--- src/hdl/pre_pkg.sv ---
// ----------------------------------------------------------------------------
// pre_pkg
// Shared types and constants of the printable run extractor.
// ----------------------------------------------------------------------------
package pre_pkg;

   localparam int IDX_W = 6;   // covers the largest prefix store of 64 entries
   localparam int MIN_W = 7;

   localparam logic [7:0] NEWLINE_BYTE = 8'h0A;
   localparam logic [7:0] TAB_BYTE     = 8'h09;
   localparam logic [7:0] PRINT_LO     = 8'h20;
   localparam logic [7:0] PRINT_HI     = 8'h7E;

   localparam logic [MIN_W-1:0] MIN_LENGTH_RESET = 7'd4;

   typedef enum logic [1:0] {
      CMD_STORE,
      CMD_RELEASE,
      CMD_PASS,
      CMD_NEWLINE
   } cmd_kind_type;

   typedef struct packed {
      cmd_kind_type     kind;
      logic [IDX_W-1:0] idx;
      logic [7:0]       data;
   } cmd_type;

   typedef enum logic [1:0] {
      BK_IDLE,
      BK_READ,
      BK_SHOW
   } back_state_type;

   function automatic logic is_text_byte(input logic [7:0] b);
      return (b == TAB_BYTE) || ((b >= PRINT_LO) && (b <= PRINT_HI));
   endfunction

endpackage

--- src/hdl/pre_if.sv ---
// ----------------------------------------------------------------------------
// pre_if
// Valid/ready channels of the printable run extractor.
// ----------------------------------------------------------------------------
interface pre_req_if;
   logic       valid;
   logic       ready;
   logic [7:0] data_byte;
   logic       end_of_stream;

   modport source (output valid, output data_byte, output end_of_stream, input ready);
   modport sink   (input valid, input data_byte, input end_of_stream, output ready);
endinterface

interface pre_rsp_if;
   logic       valid;
   logic       ready;
   logic [7:0] out_byte;
   logic       last;

   modport source (output valid, output out_byte, output last, input ready);
   modport sink   (input valid, input out_byte, input last, output ready);
endinterface

interface pre_csr_if;
   logic       valid;
   logic       ready;
   logic [6:0] min_length;

   modport source (output valid, output min_length, input ready);
   modport sink   (input valid, input min_length, output ready);
endinterface

--- src/hdl/printable_run_extractor.sv ---
// ----------------------------------------------------------------------------
// printable_run_extractor
// Passes on runs of printable bytes that reach a minimum length.
// ----------------------------------------------------------------------------
// Channels: req_bus takes one byte (or an end-of-stream marker) per request;
// rsp_bus returns result bytes, with last set on the final result of a
// request; csr_bus writes min_length and is always ready. Write it only
// while the block is idle.
// A request is taken every cycle while the two-entry command queue has room.
// Pass-through bytes and closing newlines pass through the queue entry and
// the output register onto rsp_bus, one per cycle while the receiver is ready.
// A run that reaches min_length releases its held prefix as a burst of up to
// PREFIX_DEPTH results; each byte is fetched by the registered read of the
// prefix store in BK_READ and loaded into the output register in BK_SHOW
// before the next is read; requests keep arriving into the queue until it fills.
// When the receiver stalls, the result holds in the output register, the
// queue fills and req_bus.ready drops.
// Reset clears the run state and the queue and sets min_length to 4; the
// prefix store needs no clearing, since only entries of the current run are
// read.
// ----------------------------------------------------------------------------
module printable_run_extractor
   import pre_pkg::*;
#(
   parameter int PREFIX_DEPTH = 64
) (
   input  logic      clock,
   input  logic      reset,
   pre_req_if.sink   req_bus,
   pre_rsp_if.source rsp_bus,
   pre_csr_if.sink   csr_bus
);

   logic    q_full;
   logic    q_push;
   cmd_type q_push_cmd;
   logic    q_pop;
   logic    q_valid;
   cmd_type q_head_cmd;

   pre_front #(
      .PREFIX_DEPTH(PREFIX_DEPTH)
   ) u_front (
      .clock   (clock),
      .reset   (reset),
      .req_bus (req_bus),
      .csr_bus (csr_bus),
      .q_full  (q_full),
      .q_push  (q_push),
      .q_cmd   (q_push_cmd)
   );

   pre_queue u_queue (
      .clock      (clock),
      .reset      (reset),
      .push       (q_push),
      .push_cmd   (q_push_cmd),
      .full       (q_full),
      .pop        (q_pop),
      .head_valid (q_valid),
      .head_cmd   (q_head_cmd)
   );

   pre_back #(
      .PREFIX_DEPTH(PREFIX_DEPTH)
   ) u_back (
      .clock   (clock),
      .reset   (reset),
      .q_valid (q_valid),
      .q_cmd   (q_head_cmd),
      .q_pop   (q_pop),
      .rsp_bus (rsp_bus)
   );

endmodule

--- src/hdl/pre_front.sv ---
// ----------------------------------------------------------------------------
// pre_front
// Accepts bytes, tracks the run state and issues commands to the back end.
// ----------------------------------------------------------------------------
module pre_front
   import pre_pkg::*;
#(
   parameter int PREFIX_DEPTH = 64
) (
   input  logic           clock,
   input  logic           reset,
   pre_req_if.sink        req_bus,
   pre_csr_if.sink        csr_bus,
   input  logic           q_full,
   output logic           q_push,
   output cmd_type        q_cmd
);

   localparam int CNT_W = $clog2(PREFIX_DEPTH + 1);

   logic [MIN_W-1:0] min_length_ff, min_length_in;
   logic [CNT_W-1:0] run_count_ff, run_count_in;
   logic             emitting_ff, emitting_in;
   logic [CNT_W-1:0] min_eff;
   logic [CNT_W-1:0] count_next;
   logic             accept;

   assign req_bus.ready = !q_full;
   assign csr_bus.ready = 1'b1;
   assign accept        = req_bus.valid && !q_full;

   // saturate the minimum into 1..PREFIX_DEPTH
   always_comb begin
      if (min_length_ff == '0) begin
         min_eff = CNT_W'(1);
      end else if (min_length_ff > MIN_W'(PREFIX_DEPTH)) begin
         min_eff = CNT_W'(PREFIX_DEPTH);
      end else begin
         min_eff = CNT_W'(min_length_ff);
      end
   end

   assign count_next = run_count_ff + CNT_W'(1);

   always_comb begin
      min_length_in = min_length_ff;
      run_count_in  = run_count_ff;
      emitting_in   = emitting_ff;
      q_push        = 1'b0;
      q_cmd.kind    = CMD_STORE;
      q_cmd.idx     = IDX_W'(run_count_ff);
      q_cmd.data    = req_bus.data_byte;

      if (csr_bus.valid) begin
         min_length_in = csr_bus.min_length;
      end

      if (accept) begin
         if (req_bus.end_of_stream || !is_text_byte(req_bus.data_byte)) begin
            // close an emitted run, drop a short one
            q_push       = emitting_ff;
            q_cmd.kind   = CMD_NEWLINE;
            run_count_in = '0;
            emitting_in  = 1'b0;
         end else if (emitting_ff) begin
            q_push     = 1'b1;
            q_cmd.kind = CMD_PASS;
         end else begin
            q_push       = 1'b1;
            run_count_in = count_next;
            if (count_next >= min_eff) begin
               q_cmd.kind  = CMD_RELEASE;
               emitting_in = 1'b1;
            end else begin
               q_cmd.kind = CMD_STORE;
            end
         end
      end
   end

   always_ff @(posedge clock) begin
      if (reset) begin
         min_length_ff <= MIN_LENGTH_RESET;
         run_count_ff  <= '0;
         emitting_ff   <= 1'b0;
      end else begin
         min_length_ff <= min_length_in;
         run_count_ff  <= run_count_in;
         emitting_ff   <= emitting_in;
      end
   end

endmodule

--- src/hdl/pre_queue.sv ---
// ----------------------------------------------------------------------------
// pre_queue
// Two-entry command queue between front and back end.
// ----------------------------------------------------------------------------
module pre_queue
   import pre_pkg::*;
(
   input  logic    clock,
   input  logic    reset,
   input  logic    push,
   input  cmd_type push_cmd,
   output logic    full,
   input  logic    pop,
   output logic    head_valid,
   output cmd_type head_cmd
);

   cmd_type    entry_ff [2];
   logic       wr_ptr_ff, wr_ptr_in;
   logic       rd_ptr_ff, rd_ptr_in;
   logic [1:0] count_ff, count_in;
   logic       do_push;
   logic       do_pop;

   assign full       = (count_ff == 2'd2);
   assign head_valid = (count_ff != 2'd0);
   assign head_cmd   = entry_ff[rd_ptr_ff];
   assign do_push    = push && !full;
   assign do_pop     = pop && head_valid;

   always_comb begin
      wr_ptr_in = wr_ptr_ff ^ do_push;
      rd_ptr_in = rd_ptr_ff ^ do_pop;
      count_in  = count_ff + 2'(do_push) - 2'(do_pop);
   end

   always_ff @(posedge clock) begin
      if (reset) begin
         wr_ptr_ff <= 1'b0;
         rd_ptr_ff <= 1'b0;
         count_ff  <= 2'd0;
      end else begin
         wr_ptr_ff <= wr_ptr_in;
         rd_ptr_ff <= rd_ptr_in;
         count_ff  <= count_in;
      end
   end

   always_ff @(posedge clock) begin
      if (do_push) begin
         entry_ff[wr_ptr_ff] <= push_cmd;
      end
   end

endmodule

--- src/hdl/pre_back.sv ---
// ----------------------------------------------------------------------------
// pre_back
// Executes commands: fills the prefix store, plays out bursts, drives results.
// ----------------------------------------------------------------------------
module pre_back
   import pre_pkg::*;
#(
   parameter int PREFIX_DEPTH = 64
) (
   input  logic      clock,
   input  logic      reset,
   input  logic      q_valid,
   input  cmd_type   q_cmd,
   output logic      q_pop,
   pre_rsp_if.source rsp_bus
);

   localparam int ADDR_W = (PREFIX_DEPTH > 1) ? $clog2(PREFIX_DEPTH) : 1;

   logic [7:0]       prefix_mem [PREFIX_DEPTH];
   logic [7:0]       rd_data_ff;

   back_state_type   state_ff, state_in;
   logic [IDX_W-1:0] ptr_ff, ptr_in;
   logic [IDX_W-1:0] last_idx_ff, last_idx_in;
   logic             rsp_valid_ff, rsp_valid_in;
   logic [7:0]       rsp_byte_ff, rsp_byte_in;
   logic             rsp_last_ff, rsp_last_in;
   logic             out_free;
   logic             mem_wr;
   logic             mem_rd;

   assign out_free         = !rsp_valid_ff || rsp_bus.ready;
   assign rsp_bus.valid    = rsp_valid_ff;
   assign rsp_bus.out_byte = rsp_byte_ff;
   assign rsp_bus.last     = rsp_last_ff;

   always_comb begin
      state_in     = state_ff;
      ptr_in       = ptr_ff;
      last_idx_in  = last_idx_ff;
      rsp_valid_in = rsp_valid_ff && !rsp_bus.ready;
      rsp_byte_in  = rsp_byte_ff;
      rsp_last_in  = rsp_last_ff;
      q_pop        = 1'b0;
      mem_wr       = 1'b0;
      mem_rd       = 1'b0;

      unique case (state_ff)
         BK_IDLE: begin
            if (q_valid) begin
               unique case (q_cmd.kind)
                  CMD_STORE: begin
                     q_pop  = 1'b1;
                     mem_wr = 1'b1;
                  end
                  CMD_RELEASE: begin
                     q_pop       = 1'b1;
                     mem_wr      = 1'b1;
                     ptr_in      = '0;
                     last_idx_in = q_cmd.idx;
                     state_in    = BK_READ;
                  end
                  CMD_PASS, CMD_NEWLINE: begin
                     if (out_free) begin
                        q_pop        = 1'b1;
                        rsp_valid_in = 1'b1;
                        rsp_last_in  = 1'b1;
                        rsp_byte_in  = (q_cmd.kind == CMD_PASS) ? q_cmd.data : NEWLINE_BYTE;
                     end
                  end
                  default: begin
                  end
               endcase
            end
         end
         BK_READ: begin
            mem_rd   = 1'b1;
            state_in = BK_SHOW;
         end
         BK_SHOW: begin
            // hold the fetched byte until the output register frees up
            if (out_free) begin
               rsp_valid_in = 1'b1;
               rsp_byte_in  = rd_data_ff;
               rsp_last_in  = (ptr_ff == last_idx_ff);
               if (ptr_ff == last_idx_ff) begin
                  state_in = BK_IDLE;
               end else begin
                  ptr_in   = ptr_ff + IDX_W'(1);
                  state_in = BK_READ;
               end
            end
         end
         default: begin
            state_in = BK_IDLE;
         end
      endcase
   end

   always_ff @(posedge clock) begin
      if (reset) begin
         state_ff     <= BK_IDLE;
         rsp_valid_ff <= 1'b0;
      end else begin
         state_ff     <= state_in;
         rsp_valid_ff <= rsp_valid_in;
      end
   end

   always_ff @(posedge clock) begin
      ptr_ff      <= ptr_in;
      last_idx_ff <= last_idx_in;
      rsp_byte_ff <= rsp_byte_in;
      rsp_last_ff <= rsp_last_in;
   end

   always_ff @(posedge clock) begin
      if (mem_wr) begin
         prefix_mem[q_cmd.idx[ADDR_W-1:0]] <= q_cmd.data;
      end
      if (mem_rd) begin
         rd_data_ff <= prefix_mem[ptr_ff[ADDR_W-1:0]];
      end
   end

endmodule

--- src/flat_wrapper.sv ---
// flat-port wrapper written by rule: the top's interface ports become plain ports
module printable_run_extractor_flat import pre_pkg::*;
#(
   parameter int PREFIX_DEPTH = 64
)
  (clock, reset, req_bus_valid, req_bus_data_byte, req_bus_end_of_stream, req_bus_ready, rsp_bus_valid, rsp_bus_out_byte, rsp_bus_last, rsp_bus_ready, csr_bus_valid, csr_bus_min_length, csr_bus_ready);
  pre_req_if req_bus_i ();
  pre_rsp_if rsp_bus_i ();
  pre_csr_if csr_bus_i ();
  input  logic clock;
  input  logic reset;
  input wire logic [$bits(req_bus_i.valid)-1:0] req_bus_valid;
  input wire logic [$bits(req_bus_i.data_byte)-1:0] req_bus_data_byte;
  input wire logic [$bits(req_bus_i.end_of_stream)-1:0] req_bus_end_of_stream;
  output wire logic [$bits(req_bus_i.ready)-1:0] req_bus_ready;
  output wire logic [$bits(rsp_bus_i.valid)-1:0] rsp_bus_valid;
  output wire logic [$bits(rsp_bus_i.out_byte)-1:0] rsp_bus_out_byte;
  output wire logic [$bits(rsp_bus_i.last)-1:0] rsp_bus_last;
  input wire logic [$bits(rsp_bus_i.ready)-1:0] rsp_bus_ready;
  input wire logic [$bits(csr_bus_i.valid)-1:0] csr_bus_valid;
  input wire logic [$bits(csr_bus_i.min_length)-1:0] csr_bus_min_length;
  output wire logic [$bits(csr_bus_i.ready)-1:0] csr_bus_ready;
  assign req_bus_i.valid = req_bus_valid;
  assign req_bus_i.data_byte = req_bus_data_byte;
  assign req_bus_i.end_of_stream = req_bus_end_of_stream;
  assign req_bus_ready = req_bus_i.ready;
  assign rsp_bus_valid = rsp_bus_i.valid;
  assign rsp_bus_out_byte = rsp_bus_i.out_byte;
  assign rsp_bus_last = rsp_bus_i.last;
  assign rsp_bus_i.ready = rsp_bus_ready;
  assign csr_bus_i.valid = csr_bus_valid;
  assign csr_bus_i.min_length = csr_bus_min_length;
  assign csr_bus_ready = csr_bus_i.ready;
  printable_run_extractor #(.PREFIX_DEPTH(PREFIX_DEPTH)) u_core (.clock(clock), .reset(reset), .req_bus(req_bus_i), .rsp_bus(rsp_bus_i), .csr_bus(csr_bus_i));
endmodule
--- config.mk ---
export PLATFORM = sky130hd
export DESIGN_NAME = printable_run_extractor_flat
export DESIGN_NICKNAME = d
export VERILOG_FILES = /design/src/hdl/pre_pkg.sv /design/src/hdl/pre_if.sv /design/src/hdl/printable_run_extractor.sv /design/src/hdl/pre_front.sv /design/src/hdl/pre_queue.sv /design/src/hdl/pre_back.sv /design/src/flat_wrapper.sv
export SDC_FILE = /design/constraint.sdc
export NUM_CORES = 1
export LEC_CHECK = 0
export BUFFER_PORTS_ARGS = -buffer_cell sky130_fd_sc_hd__buf_4
export CORE_MARGIN = 2
export CORE_UTILIZATION = 55
export DETAILED_ROUTE_END_ITERATION = 10
export HOLD_SLACK_MARGIN = 0.03
export PLACE_DENSITY = 0.71
export SLEW_MARGIN = 20
export SYNTH_ARGS = -nofsm -noshare
export SYNTH_HDL_FRONTEND = slang
export SYNTH_SLANG_ARGS = --single-unit
--- constraint.sdc ---
create_clock -name clock -period 5.7 [get_ports clock]
set_input_delay 0.855 -clock clock [delete_from_list [all_inputs] [get_ports clock]]
set_output_delay 0.855 -clock clock [all_outputs]
set_load 0.01 [all_outputs]
==> impl_metrics.json <==
{
  "crit_type": "flip-flop to flip-flop",
  "tns_ns": 0,
  "cts_resized": 0,
  "grt-ovfl-total": 0,
  "dp.cells": 1715,
  "synth_flop_cell": "edfxtp_1",
  "ys_async_sr_fraction_pct": 0,
  "vias": 11500,
  "drc": 0,
  "synthDistinctLibCells": 48,
  "root_buffer": "clkbuf_16",
  "die_area_sq_mm": 0.0443,
  "crit_family": "simple AND/OR/NAND/NOR gates",
  "ir_drop_mv": 0.378,
  "groute.layer.met2.usage_pct": 36.8,
  "status": "finished, final reports clean",
  "core-area_sq_mm": 0.0420,
  "pin_count": 33,
  "critPathCaptureType": "flip-flop",
  "total_power_mw": 10.8,
  "insertion_delay_ns": 0.61,
  "fin_cells": 1823,
  "clock_sinks": 595,
  "maxCapViolCount": 0,
  "antenna-diode-count": 0,
  "yosys_warnings": 0,
  "grt_pass1_vias": 11500,
  "die_h_microns": 210,
  "num-nets-final": 1270,
  "critPathSlowestCell": "dfxtp_1",
  "cts_buffers": 58,
  "synth_area_leader_cell": "edfxtp_1",
  "synth.avg_cell_area_sq_um": 19.6,
  "period_needed_ns": 3.73,
  "first_pass_iters": 6,
  "p_per_area_mw_per_mm2": 411,
  "finalMaxSlewViolations": 0,
  "synth_top_area_share_pct": 73.4,
  "critical-path-max-stage-delay_ns": 0.94,
  "netlist_instances": 1197,
  "syn_to_final_growth_pct": 11.5,
  "post_drt_via_cell_ratio": 6.30,
  "cts_setup_buffers": 0,
  "h-tree-depth": 2,
  "routabilityCongestion": 0.863,
  "avgRoutedWirePerCell_microns": 27.3,
  "timing.final.hold_violations": 0,
  "cts_tree": "built",
  "hpwlAfterDp_microns": 29900,
  "drive_gt1_share_pct": 21.5,
  "drtIter0Drc": 1391,
  "synth_nets": 1231,
  "worst-endpoint-required_ns": 5.93,
  "synth_edf_count": 573,
  "crit_fanout": 17,
  "start_util_pct": 55.8,
  "antenna_found_initial": 0,
  "cts_buffer_depth": 3,
  "path_buf_inv": 0,
  "yosys-top-cells-area": "edfxtp_1 (73%), mux4_2 (12%), dfxtp_1 (1.9%)",
  "drt-total-wl_microns": 49700,
  "met1_usage_pct": 34.1,
  "io_buffers": 31,
  "crit_path_frequent_cell": "nor2_1",
  "tightest_slew_ns": 1.17,
  "worstPathArrival_ns": 3.96,
  "p_leak_nw": 8.31,
  "finalSetupViolations": 0,
  "crit_chain": "mux2i_1 -> nand2_1 -> nor2_1 -> nand3_1 -> nor2_1",
  "maxSlewHeadroom_pct": 22.3,
  "rsz0062_at_grt": "no",
  "chipWidth_microns": 210,
  "grt_util_met3_pct": 3.80,
  "holdBufCountCts": 0,
  "seq_area_frac_synth_pct": 75.3,
  "synth_seq_cells": 595,
  "grt-busiest-layer": "met2",
  "rows": 75,
  "period_share_pct": 65.5,
  "netlist_area_sq_mm": 0.0234,
  "hold_class": "primary input to flip-flop",
  "fmax_mhz": 268,
  "track_usage_pct": 23.1,
  "clock_skew_ns": 0.0142,
  "grt_start_max_net_pins": 67,
  "grt_pass1_wl_microns": 74400,
  "postRouteAntennaNets": 0,
  "worst_setup_path_start_kind": "flip-flop",
  "clk_pin_slew_worst_paths_ns": 0.06
}
-- power by group --
part / switching (mW) / internal (mW) / leakage (nW)
sequential: 0.0924 / 5.11 / 5.34
clock: 1.58 / 2.52 / 1.01
combinational: 0.922 / 0.530 / 1.96
-- through the flow --
step | instance area [sq um] | hold slack [ns] | utilization [%] | worst slack, ns
after global placement | 24100 | 0.488 | 57.3 | 2.13
after floorplan | 23400 | 0.461 | - | 2.94
final | 26100 | 0.452 | 62.2 | 1.97
after detailed placement | 24100 | 0.517 | 57.3 | 1.96
after global routing | 26100 | 0.442 | 62.2 | 1.61
after CTS | 26100 | 0.424 | 62.2 | 1.96
-- final cells by class --
type                            instances  area (sq um)
Sequential cell                       595         17600
Fill cell                            2905         15900
Multi-Input combinational cell        532          5410
Clock buffer                           76          1600
Tap cell                              539           674
Clock inverter                         32           468
Timing Repair Buffer                   40           313
Inverter                                9          33.8
-- logic make-up after synthesis --
logic type / after synthesis / synth area share (%)
AO/OA/AOI/OAI: 101 / 2.90
XOR/XNOR: 17 / 0.635
adder cells (fa/ha/maj): 13 / 0.694
buffers and inverters: 70 / 1.78
flip-flops: 595 / 75.3
multiplexers: 167 / 14.1
other: 1 / 0.0160
AND/OR/NAND/NOR: 233 / 4.58
-- final timing paths --
path | start | end | slack, ns | cells past startpoint
max | u_core.u_queue.rd_ptr_ff | u_core.u_back.prefix_mem[58][0] | 1.97 | 5
min | req_bus_data_byte[0] | u_core.u_queue.entry_ff[1][0] | 0.45 | 1
max reg2reg | u_core.u_queue.rd_ptr_ff | u_core.u_back.prefix_mem[58][0] | 1.97 | 5
min reg2reg | u_core.u_front.run_count_ff[6] | u_core.u_front.run_count_ff[6] | 0.52 | 2
-- cells in the mapped netlist (3+ instances only) --
master,number
edfxtp_1,573
mux4_2,130
nor2_1,103
nand2_1,41
mux2i_1,27
o22ai_1,25
a21oi_1,24
a22oi_1,23
dfxtp_1,22
buf_2,19
clkbuf_1,18
nor3_1,16
nand3_1,15
nor2b_1,15
ha_1,13
nand2b_1,13
mux2_2,10
xor2_1,9
a211oi_1,8
inv_1,8
xnor2_1,8
buf_1,7
buf_6,7
buf_4,6
or4_1,6
o21ai_0,5
or3_1,5
and2_1,4
nand3b_1,4
a211o_1,3
a21o_1,3
nand4_1,3
or2_2,3
-- sequential cells by signal (all words and copies together), names as in the netlist, 2 cells and up --
register                        cells
u_core.u_back.prefix_mem          512
u_core.u_back.rd_data_ff            8
u_core.u_back.last_idx_ff           6
u_core.u_queue.count_ff             2
u_core.u_front.min_length_ff        7
u_core.u_back.state_ff              2
u_core.u_back.rsp_bus.out_byte      8
u_core.u_front.run_count_ff         7
u_core.u_back.ptr_ff                6
u_core.u_queue.entry_ff            32
-- cell usage in the layout, fill, tap and decap left out, drive strengths merged, types with 4 or more instances in the layout --
master	count
mux2i	27
nor3	16
or4	6
o21ai	5
clkinv	18
inv	9
bufinv	12
mux4	130
a22oi	23
o22ai	25
a211oi	8
xnor2	8
dfxtp	22
nand3b	4
a21oi	24
xor2	9
clkbuf	76
edfxtp	573
or3	5
and2	4
nor2b	15
nand2b	13
nand3	15
buf	40
ha	13
mux2	10
nand2	41
nor2	103
-- layer usage --
metal | part of all wire, % | up-vias
met4 | 1.9 | 0
met1 | 42 | 5935
li1 | - | 4940
met2 | 48 | 550
met5 | 0 | -
met3 | 7.7 | 68
Power figures use the tool's default switching activity.
